### config.mk
export PLATFORM = sky130hd
export DESIGN_NAME = cssr_plan
export DESIGN_NICKNAME = d
export VERILOG_FILES = /design/src/rtl/circular_stack_swap_rotate_defines.svh /design/src/rtl/cssr_pkg.sv /design/src/rtl/cssr_plan.sv
export SDC_FILE = /design/constraint.sdc
export NUM_CORES = 1
export LEC_CHECK = 0
export ABC_CLOCK_PERIOD_IN_PS = 4300
export BUFFER_PORTS_ARGS = -buffer_cell sky130_fd_sc_hd__buf_2
export CORE_AREA = 2 2 93 95
export DETAILED_ROUTE_END_ITERATION = 8
export DIE_AREA = 0 0 95 97
export PLACE_DENSITY = 0.55
export SLEW_MARGIN = 20
export SYNTH_ARGS = -nofsm -noshare
export SYNTH_HDL_FRONTEND = slang
export SYNTH_SLANG_ARGS = --single-unit
### constraint.sdc
create_clock -name vclk -period 4.3
set_input_delay 0.645 -clock vclk [all_inputs]
set_output_delay 0.645 -clock vclk [all_outputs]
set_load 0.02 [all_outputs]
### src/rtl/circular_stack_swap_rotate_defines.svh
// assertion macros shared by the circular stack rtl
`ifndef CIRCULAR_STACK_SWAP_ROTATE_DEFINES_SVH
`define CIRCULAR_STACK_SWAP_ROTATE_DEFINES_SVH

// same-cycle implication, sampled on clk, off while rst_n is low
`define CSSR_ASSERT_NOW(label, ante, cons, msg) \
    label: assert property (@(posedge clk) disable iff (!rst_n) (ante) |-> (cons)) \
        else $error(msg);

// next-cycle implication, sampled on clk, off while rst_n is low
`define CSSR_ASSERT_NEXT(label, ante, cons, msg) \
    label: assert property (@(posedge clk) disable iff (!rst_n) (ante) |=> (cons)) \
        else $error(msg);

`endif

### src/rtl/cssr_pkg.sv
// types, codes and ring arithmetic for the circular stack
package cssr_pkg;

    localparam int DEPTH  = 512;
    localparam int PTR_W  = $clog2(DEPTH);
    localparam int CNT_W  = $clog2(DEPTH + 1);
    localparam int DATA_W = 32;

    typedef logic [PTR_W-1:0]  ptr_t;
    typedef logic [CNT_W-1:0]  cnt_t;
    typedef logic [DATA_W-1:0] data_t;

    localparam logic [2:0] REQ_PUSH = 3'd0;
    localparam logic [2:0] REQ_POP  = 3'd1;
    localparam logic [2:0] REQ_SWAP = 3'd2;
    localparam logic [2:0] REQ_ROT  = 3'd3;
    localparam logic [2:0] REQ_RROT = 3'd4;

    localparam logic [1:0] ST_DONE  = 2'd0;
    localparam logic [1:0] ST_SMALL = 2'd1;
    localparam logic [1:0] ST_FULL  = 2'd2;

    typedef struct packed {
        logic [1:0] status;
        logic       rd_en;
        logic       wr_en;
        ptr_t       acc_addr;
        logic       fill_wr;
        ptr_t       fill_addr;
        logic       pop;
        logic       load_top;
        ptr_t       next_top;
        cnt_t       next_count;
    } plan_t;

    // (p + off) mod DEPTH, with off no larger than DEPTH
    function automatic ptr_t ring_add(input ptr_t p, input cnt_t off);
        logic [PTR_W:0] sum;
        sum = {1'b0, p} + (PTR_W + 1)'(off);
        if (sum >= (PTR_W + 1)'(DEPTH))
        begin
            sum = sum - (PTR_W + 1)'(DEPTH);
        end
        return sum[PTR_W-1:0];
    endfunction

    function automatic ptr_t ring_dec(input ptr_t p);
        ptr_t r;
        if (p == '0)
        begin
            r = PTR_W'(DEPTH - 1);
        end
        else
        begin
            r = p - PTR_W'(1);
        end
        return r;
    endfunction

endpackage

### src/rtl/cssr_plan.sv
// request decode: status, store addresses and new pointer and count
module cssr_plan (
    input  logic [2:0]           req_type,
    input  cssr_pkg::ptr_t       top,
    input  cssr_pkg::cnt_t       count,
    output cssr_pkg::plan_t      plan
);

    logic two_or_more;
    logic full;

    assign two_or_more = count > cssr_pkg::CNT_W'(1);
    assign full        = count >= cssr_pkg::CNT_W'(cssr_pkg::DEPTH);

    always_comb
    begin
        plan            = '0;
        plan.status     = cssr_pkg::ST_SMALL;
        plan.acc_addr   = top;
        plan.fill_addr  = top;
        plan.next_top   = top;
        plan.next_count = count;
        unique case (req_type)
            cssr_pkg::REQ_PUSH:
            begin
                if (full)
                begin
                    plan.status = cssr_pkg::ST_FULL;
                end
                else
                begin
                    // the old top leaves the register for its own slot
                    plan.status     = cssr_pkg::ST_DONE;
                    plan.wr_en      = count != '0;
                    plan.load_top   = 1'b1;
                    plan.next_top   = cssr_pkg::ring_dec(top);
                    plan.next_count = count + cssr_pkg::CNT_W'(1);
                end
            end
            cssr_pkg::REQ_POP:
            begin
                if (count != '0)
                begin
                    plan.status     = cssr_pkg::ST_DONE;
                    plan.rd_en      = 1'b1;
                    plan.pop        = 1'b1;
                    plan.acc_addr   = cssr_pkg::ring_add(top, cssr_pkg::CNT_W'(1));
                    plan.next_top   = cssr_pkg::ring_add(top, cssr_pkg::CNT_W'(1));
                    plan.next_count = count - cssr_pkg::CNT_W'(1);
                end
            end
            cssr_pkg::REQ_SWAP:
            begin
                if (two_or_more)
                begin
                    plan.status    = cssr_pkg::ST_DONE;
                    plan.rd_en     = 1'b1;
                    plan.fill_wr   = 1'b1;
                    plan.acc_addr  = cssr_pkg::ring_add(top, cssr_pkg::CNT_W'(1));
                    plan.fill_addr = cssr_pkg::ring_add(top, cssr_pkg::CNT_W'(1));
                end
            end
            cssr_pkg::REQ_ROT:
            begin
                if (two_or_more)
                begin
                    // when full the slot past the bottom is the top slot itself
                    plan.status    = cssr_pkg::ST_DONE;
                    plan.rd_en     = 1'b1;
                    plan.fill_wr   = 1'b1;
                    plan.acc_addr  = cssr_pkg::ring_add(top, cssr_pkg::CNT_W'(1));
                    plan.fill_addr = cssr_pkg::ring_add(top, count);
                    plan.next_top  = cssr_pkg::ring_add(top, cssr_pkg::CNT_W'(1));
                end
            end
            cssr_pkg::REQ_RROT:
            begin
                if (two_or_more)
                begin
                    plan.status    = cssr_pkg::ST_DONE;
                    plan.rd_en     = 1'b1;
                    plan.fill_wr   = 1'b1;
                    plan.acc_addr  = cssr_pkg::ring_add(top, count - cssr_pkg::CNT_W'(1));
                    plan.fill_addr = top;
                    plan.next_top  = cssr_pkg::ring_dec(top);
                end
            end
            default:
            begin
                plan.status = cssr_pkg::ST_SMALL;
            end
        endcase
    end

endmodule

Yosys cells after proc, flatten, opt, wreduce, memory -nomap -nowiden
Cells that the tools add are included.

storage, ports and cells
  register bits after elaboration = 0
  output and inout bits = 44
  bits of input ports = 22

operators by class
  add/subtract/negate cells = 9
  equal/unequal tests = 4
  mux-type cells = 26
  $lt $le $gt $ge = 5
  reduce and logical (&&, ||, !) cells = 4

operators with widths
  operator                 count
  $mux W19                 4
  $pmux W9 S4              2
  $mux W9                  7
  $ge A10 B10 Y1 const B   4
  $sub A9 B1 Y9 const B    4
  $pmux W10 S3             1
  $add A9 B10 Y10          2
  $mux W20                 1
  $pmux W10 S2             1
  $add A10 B1 Y10 const B  1
  $add A9 B1 Y10 const B   1
  $gt A10 B1 Y1 const B    1
  $reduce_bool A10 Y1      1
  $sub A10 B1 Y10 const B  1
  $logic_not A9 Y1         1
  $eq A3 B2 Y1 const B     2
  $mux W2                  3
  $pmux W2 S3              1
  $mux W1                  5
  $eq A3 B1 Y1 const B     1
  $eq A3 B3 Y1 const B     1
  $logic_not A3 Y1         1
  $reduce_or A3 Y1         1
  $pmux W1 S2              1

Depth between registers and ports, before layout
Gate-level depths: netlist of run 1.

  depth after elaboration = 6
  depth in mapped cells = 13
  mapped depth without buffers = 12

Worst setup path before layout of run 1
OpenSTA, ideal clock, no wires.

  kind = in2out
  start = input port count[4]
  end = output port plan[39] (netlist name)
  data arrival time = 3.466 ns
  setup slack = 0.189 ns
  data required time = 3.655 ns
  cell stages on the path = 13
  buffers on the path = 2
  cells stage by stage = buf_2 > or3_1 > buf_2 > nor3_1 > nor3b_2 > xor2_1 > ha_1 > nand3_1 > nor3_1 > a2111oi_0 > xor2_1 > mux2i_1 > nand2_1

RTL lines
  element             RTL line        RTL
  start: declaration  cssr_plan.sv:5  input cssr_pkg::cnt_t count,
  end: declaration    cssr_plan.sv:6  output cssr_pkg::plan_t plan

==> metrics.cfg, run 1 <==
[global_routing]
grt_pass1_vias = 3315
grt_max_degree = 23
antenna_found_initial = 0
grt.total_usage_pct = 22.3
grt_first_pass_wirelength_mm = 16.9
overflow = 0

[hold_path]
min_to = plan[7]
hp-class = in2out
min_from = count[7]
hold_depth = 3

[timing]
rsz0062_at_grt = no
worst_slew_margin_rel_pct = 43.9
max_freq_ghz = 0.242
setup_viol = 0
worstMarginPinSlew_ps = 838
finalSetupTns_ps = 0
post-route-period-util_pct = 96.1
drv_slew = 0
hold_viol = 0
min_period_ps = 4130

[place]
gp_congestion = 0.900
portBuffers = 66
dp.cells = 586
dp_hpwl_mm = 8.41
place_area_um2 = 3220

[detailed_routing]
drt_iter0_drc = 280
drc = 0
vias_per_cell = 6.20
drtAntennaViolNets = 0
wl_per_cell_um = 18.3
wirelength_mm = 10.7
vias = 3634
first_pass_iters = 6

[pwr]
powerDensity_nw_per_um2 = 131
ir_drop_mv = 0.0528
power.leakage_nw = 1.44

[floorplanning]
fp.dieH_um = 97
num_rows = 33
io_pins = 66
core-area_um2 = 8130
die_area_um2 = 9220
start_util_pct = 34.3
fp.dieW_um = 95

[logic_synthesis]
syn_area_per_cell_um2 = 6.42
ys_seq_area_share_pct = 0
syn_nets = 480
synth_cell_types = 71
syn-instance-count = 434
yosysWarnings = 0
synth_area_um2 = 2790

[flow_run]
drv_cap = 0

[outcome]
status = finished clean

[setup_path]
cp.required_ps = 3650
crit_path_start_kind = input pin
critPathMaxFanout = 4
worstSetupPathType = in2out
critPathCaptureType = output pin
worstPathArrival_ps = 3490
cp-startpoint = count[1]

[finish]
final_cells = 586
regArea_um2 = 0
fin_util_pct = 39.7
seq_cells = 0
diodes = 0
post-route-cell-area_um2 = 3230
areaGrowthSynthToFinish_pct = 15.8
nNetsFinal = 529
nClkBuffers = 0
drive_above_1_share_pct = 21.2

stage by stage:
| step | setup WS [ps] | hold slack (ps) | total power, W |
|---|---|---|---|
| 2_1_floorplan | 189 | 1490 | 0.000289 |
| 3_3_place_gp | 92.1 | 1740 | 0.000414 |
| 3_5_place_dp | 82.1 | 1740 | 0.000416 |
| 4_1_cts | 58.2 | 1740 | 0.000418 |
| 5_1_grt | 4.52 | 1780 | 0.000458 |
| 6_report | 166 | 1730 | 0.000421 |
per-layer routing:
layer | GRT usage, % | up-vias | part of all wire, %
li1 | - | 1718 | -
met1 | 31.7 | 1725 | 44
met4 | 6.35 | 0 | 2.7
met3 | 2.49 | 23 | 7.5
met2 | 35.3 | 168 | 46
met5 | 0 | - | 0
cell type report:
type / count / area (um2)
inverters: 15 / 56.3
fillers: 906 / 4910
well taps: 105 / 131
repair buffers: 87 / 488
multi-input cells: 379 / 2550
what timing repair did:
item                       CTS  global route
hold buffers                 0             0
setup buffers                0             0
setup endpoints to repair    0             1
gates resized for setup      0             2
cells by family (layout without fill, tap and decap cells):
family | after synthesis | count (layout) | share of synthesized area [%]
XOR/XNOR | 29 | 29 | 9.11
adder cells (fa/ha/maj) | 24 | 24 | 11.3
multiplexers | 8 | 8 | 2.92
AO/OA/AOI/OAI | 159 | 159 | 38.5
buffers and inverters | 55 | 102 | 8.71
AND/OR/NAND/NOR | 159 | 159 | 29.4
layout by cell type (no fill, tap or decap), types with 15 or more instances in the layout:
cell type,instances
buf_2,66
nor2_1,49
a21oi_1,37
nand2_1,33
o21ai_0,26
ha_1,22
buf_4,21
xor2_1,16
nor3_1,15
inv_1,15
critical path, cell delays in order:
cell	delay, ps
buf_2	100
inv_1	110
ha_1	200
or3b_2	460
nor3_1	200
xor2_1	230
ha_1	320
nand3_1	90
nor3_1	50
a2111oi_2	380
xor2_1	220
mux2i_1	230
nand2_1	90
buf_2	170
synthesized netlist by cell type (4+ instances only):
master | count | area share, %
nor2_1 | 49 | 6.6
a21oi_1 | 37 | 6.6
nand2_1 | 33 | 4.4
clkbuf_1 | 28 | 3.8
o21ai_0 | 26 | 4.7
ha_1 | 22 | 9.9
xor2_1 | 16 | 5.0
inv_1 | 15 | 2.0
nor3_1 | 15 | 2.7
and3_1 | 14 | 3.1
o22ai_1 | 14 | 3.1
xnor2_1 | 13 | 4.1
a31oi_1 | 12 | 2.7
nand3_1 | 12 | 2.2
a211oi_1 | 7 | 1.9
buf_2 | 7 | 1.3
mux2i_1 | 7 | 2.5
or3_1 | 7 | 1.6
a21o_1 | 6 | 1.6
o211ai_1 | 6 | 1.6
a211o_1 | 4 | 1.3
a22oi_1 | 4 | 1.1
o21ai_1 | 4 | 0.72
worst max path at each step:
stage | to | slack, ps | cells after the start
final | plan[39] | 170 | 14
after global routing | plan[39] | 5 | 14
after CTS | plan[39] | 60 | 14
after detailed placement | plan[39] | 80 | 14
after global placement | plan[39] | 90 | 14
after floorplan | plan[39] | 190 | 13
power by group:
part	leakage, nW	internal, W	switching, W	total, W
Clock	0	0	0	0
Sequential	0	0	0	0
Combinational	1.44	0.000156	0.000266	0.000421
Total	1.44	0.000156	0.000266	0.000421
Power figures use the tool's default switching activity.
==> inputs of run 2 (changes only) <==
==> constraint.sdc (replaced) <==
create_clock -name vclk -period 4.3
set_input_delay 0.645 -clock vclk [all_inputs]
set_output_delay 0.645 -clock vclk [all_outputs]
set_load 0.01 [all_outputs]
==> run 2 against run 1 <==
Cell count did not move. Non-clock buffer count unchanged. Setup slack better by 5.3 ps. Critical path depth did not move. Flip-flop and latch count stayed put. Via count is 0.19% lower. Cell area increased by 0.16%. Global-route usage is 0.24 points higher. Largest power group unchanged. Largest cell class unchanged. Combinational power is 6.7% lower. Highest routed layer unchanged. Count of clock-buffer cells in the layout unchanged. Routed wire length increased by 1.8%.
==> metrics.cfg, run 2 (same netlist as run 1, synthesis figures left out) <==
[outcome]
status = finished clean

[floorplanning]
num_rows = 33
fp.dieW_um = 95
die_area_um2 = 9220
fp.dieH_um = 97
io_pins = 66
start_util_pct = 34.3
core-area_um2 = 8130

[place]
gp_congestion = 0.914
dp.cells = 586
dp_hpwl_mm = 8.43
portBuffers = 66

[pwr]
ir_drop_mv = 0.0601
seqPwrFrac_pct = 0
swShare_pct = 60.3
p_sw_w = 0.000237
power.leakage_nw = 1.44
intPower_w = 0.000156
powerDensity_nw_per_um2 = 122
power_frac_comb_pct = 100.0
clockPowerShare_pct = 0
p_total_w = 0.000393

[detailed_routing]
wirelength_mm = 10.9
vias_per_cell = 6.19
vias = 3627
first_pass_iters = 5
wl_per_cell_um = 18.6
drc = 0
drtAntennaViolNets = 0
drt_iter0_drc = 286

[setup_path]
crit_path_start_kind = input pin
critPathMaxFanout = 4
worstSetupPathType = in2out
worstPathArrival_ps = 3480
critPathCaptureType = output pin
cp.required_ps = 3650

[timing]
fin_hold_ws_ps = 1730
drv_slew = 0
rsz0062_at_grt = no
worst_slew_margin_rel_pct = 47.5
min_period_ps = 4130
worstMarginPinSlew_ps = 784
setup_viol = 0
finalSetupTns_ps = 0
max_freq_ghz = 0.242
hold_viol = 0
post-route-period-util_pct = 96.0

[global_routing]
gr-usage-met3_pct = 3.27
overflow = 0
grt.total_usage_pct = 22.6
met1_usage_pct = 32.4
busiest_layer = met2
grt_first_pass_wirelength_mm = 17.1
grt_max_degree = 23
use_met2_pct = 34.2
antenna_found_initial = 0
grt_pass1_vias = 3309

[finish]
fillers = 896
final_cells = 586
drive_above_1_share_pct = 21.4
areaGrowthSynthToFinish_pct = 15.9
nClkBuffers = 0
diodes = 0
multi_input_area_um2 = 2560
final_cell_mix = 66 x buf_2, 49 x nor2_1, 37 x a21oi_1
seq_cells = 0
fin_util_pct = 39.7
regArea_um2 = 0
nNetsFinal = 529
final_common_cell = buf_2

[cts]
post-cts-setup-buffers = 0
cts_resized = 0
cts_hold_buf = 0

[hold_path]
min_from = count[7]
hold_depth = 3
hp-class = in2out
min_to = plan[7]

[flow_run]
drv_cap = 0

-- run 2: through the flow --
step | setup WS, ps | cell area, um2
5_1_grt | 16.7 | 3230
3_3_place_gp | 111 | 3220
4_1_cts | 49.6 | 3220
6_report | 171 | 3230
2_1_floorplan | 240 | 2790
3_5_place_dp | 62.1 | 3220
-- run 2: worst max path at each step --
stage	end	slack (ps)	cells past startpoint	startpoint
floorplan	plan[39]	240	13	count[4]
global placement	plan[39]	110	14	count[1]
detailed placement	plan[39]	60	14	count[1]
CTS	plan[39]	50	14	count[1]
global route	plan[39]	20	14	count[1]
finish	plan[39]	170	14	count[1]
-- run 2: cell type report --
| class | instances | area share, % |
|---|---|---|
| Inverter | 15 | 1.74 |
| Multi-Input combinational cell | 379 | 79.1 |
| Tap cell | 105 | 4.07 |
| Timing Repair Buffer | 87 | 15.1 |
-- run 2: power groups by stage --
stage / clock (W) / sequential [W] / combinational (W)
final: 0 / 0 / 0.000393
after global placement: 0 / 0 / 0.000384
after detailed placement: 0 / 0 / 0.000385
after global routing: 0 / 0 / 0.000429
after floorplan: 0 / 0 / 0.000259
after CTS: 0 / 0 / 0.000387
-- run 2: worst max-delay path, stage by stage --
cell,delay [ps]
buf_2,100
inv_1,120
ha_1,200
or3b_2,470
buf_4,160
xnor2_1,120
ha_1,310
o21ai_0,160
nor3_1,120
a2111oi_2,400
xor2_1,210
mux2i_1,210
nand2_1,100
buf_2,160
-- run 2: layer usage --
metal / wire (um) / part of all wire, %
met5: 0 / 0
met3: 843 / 7.7
met2: 4850 / 44
met1: 4800 / 44
met4: 408 / 3.7
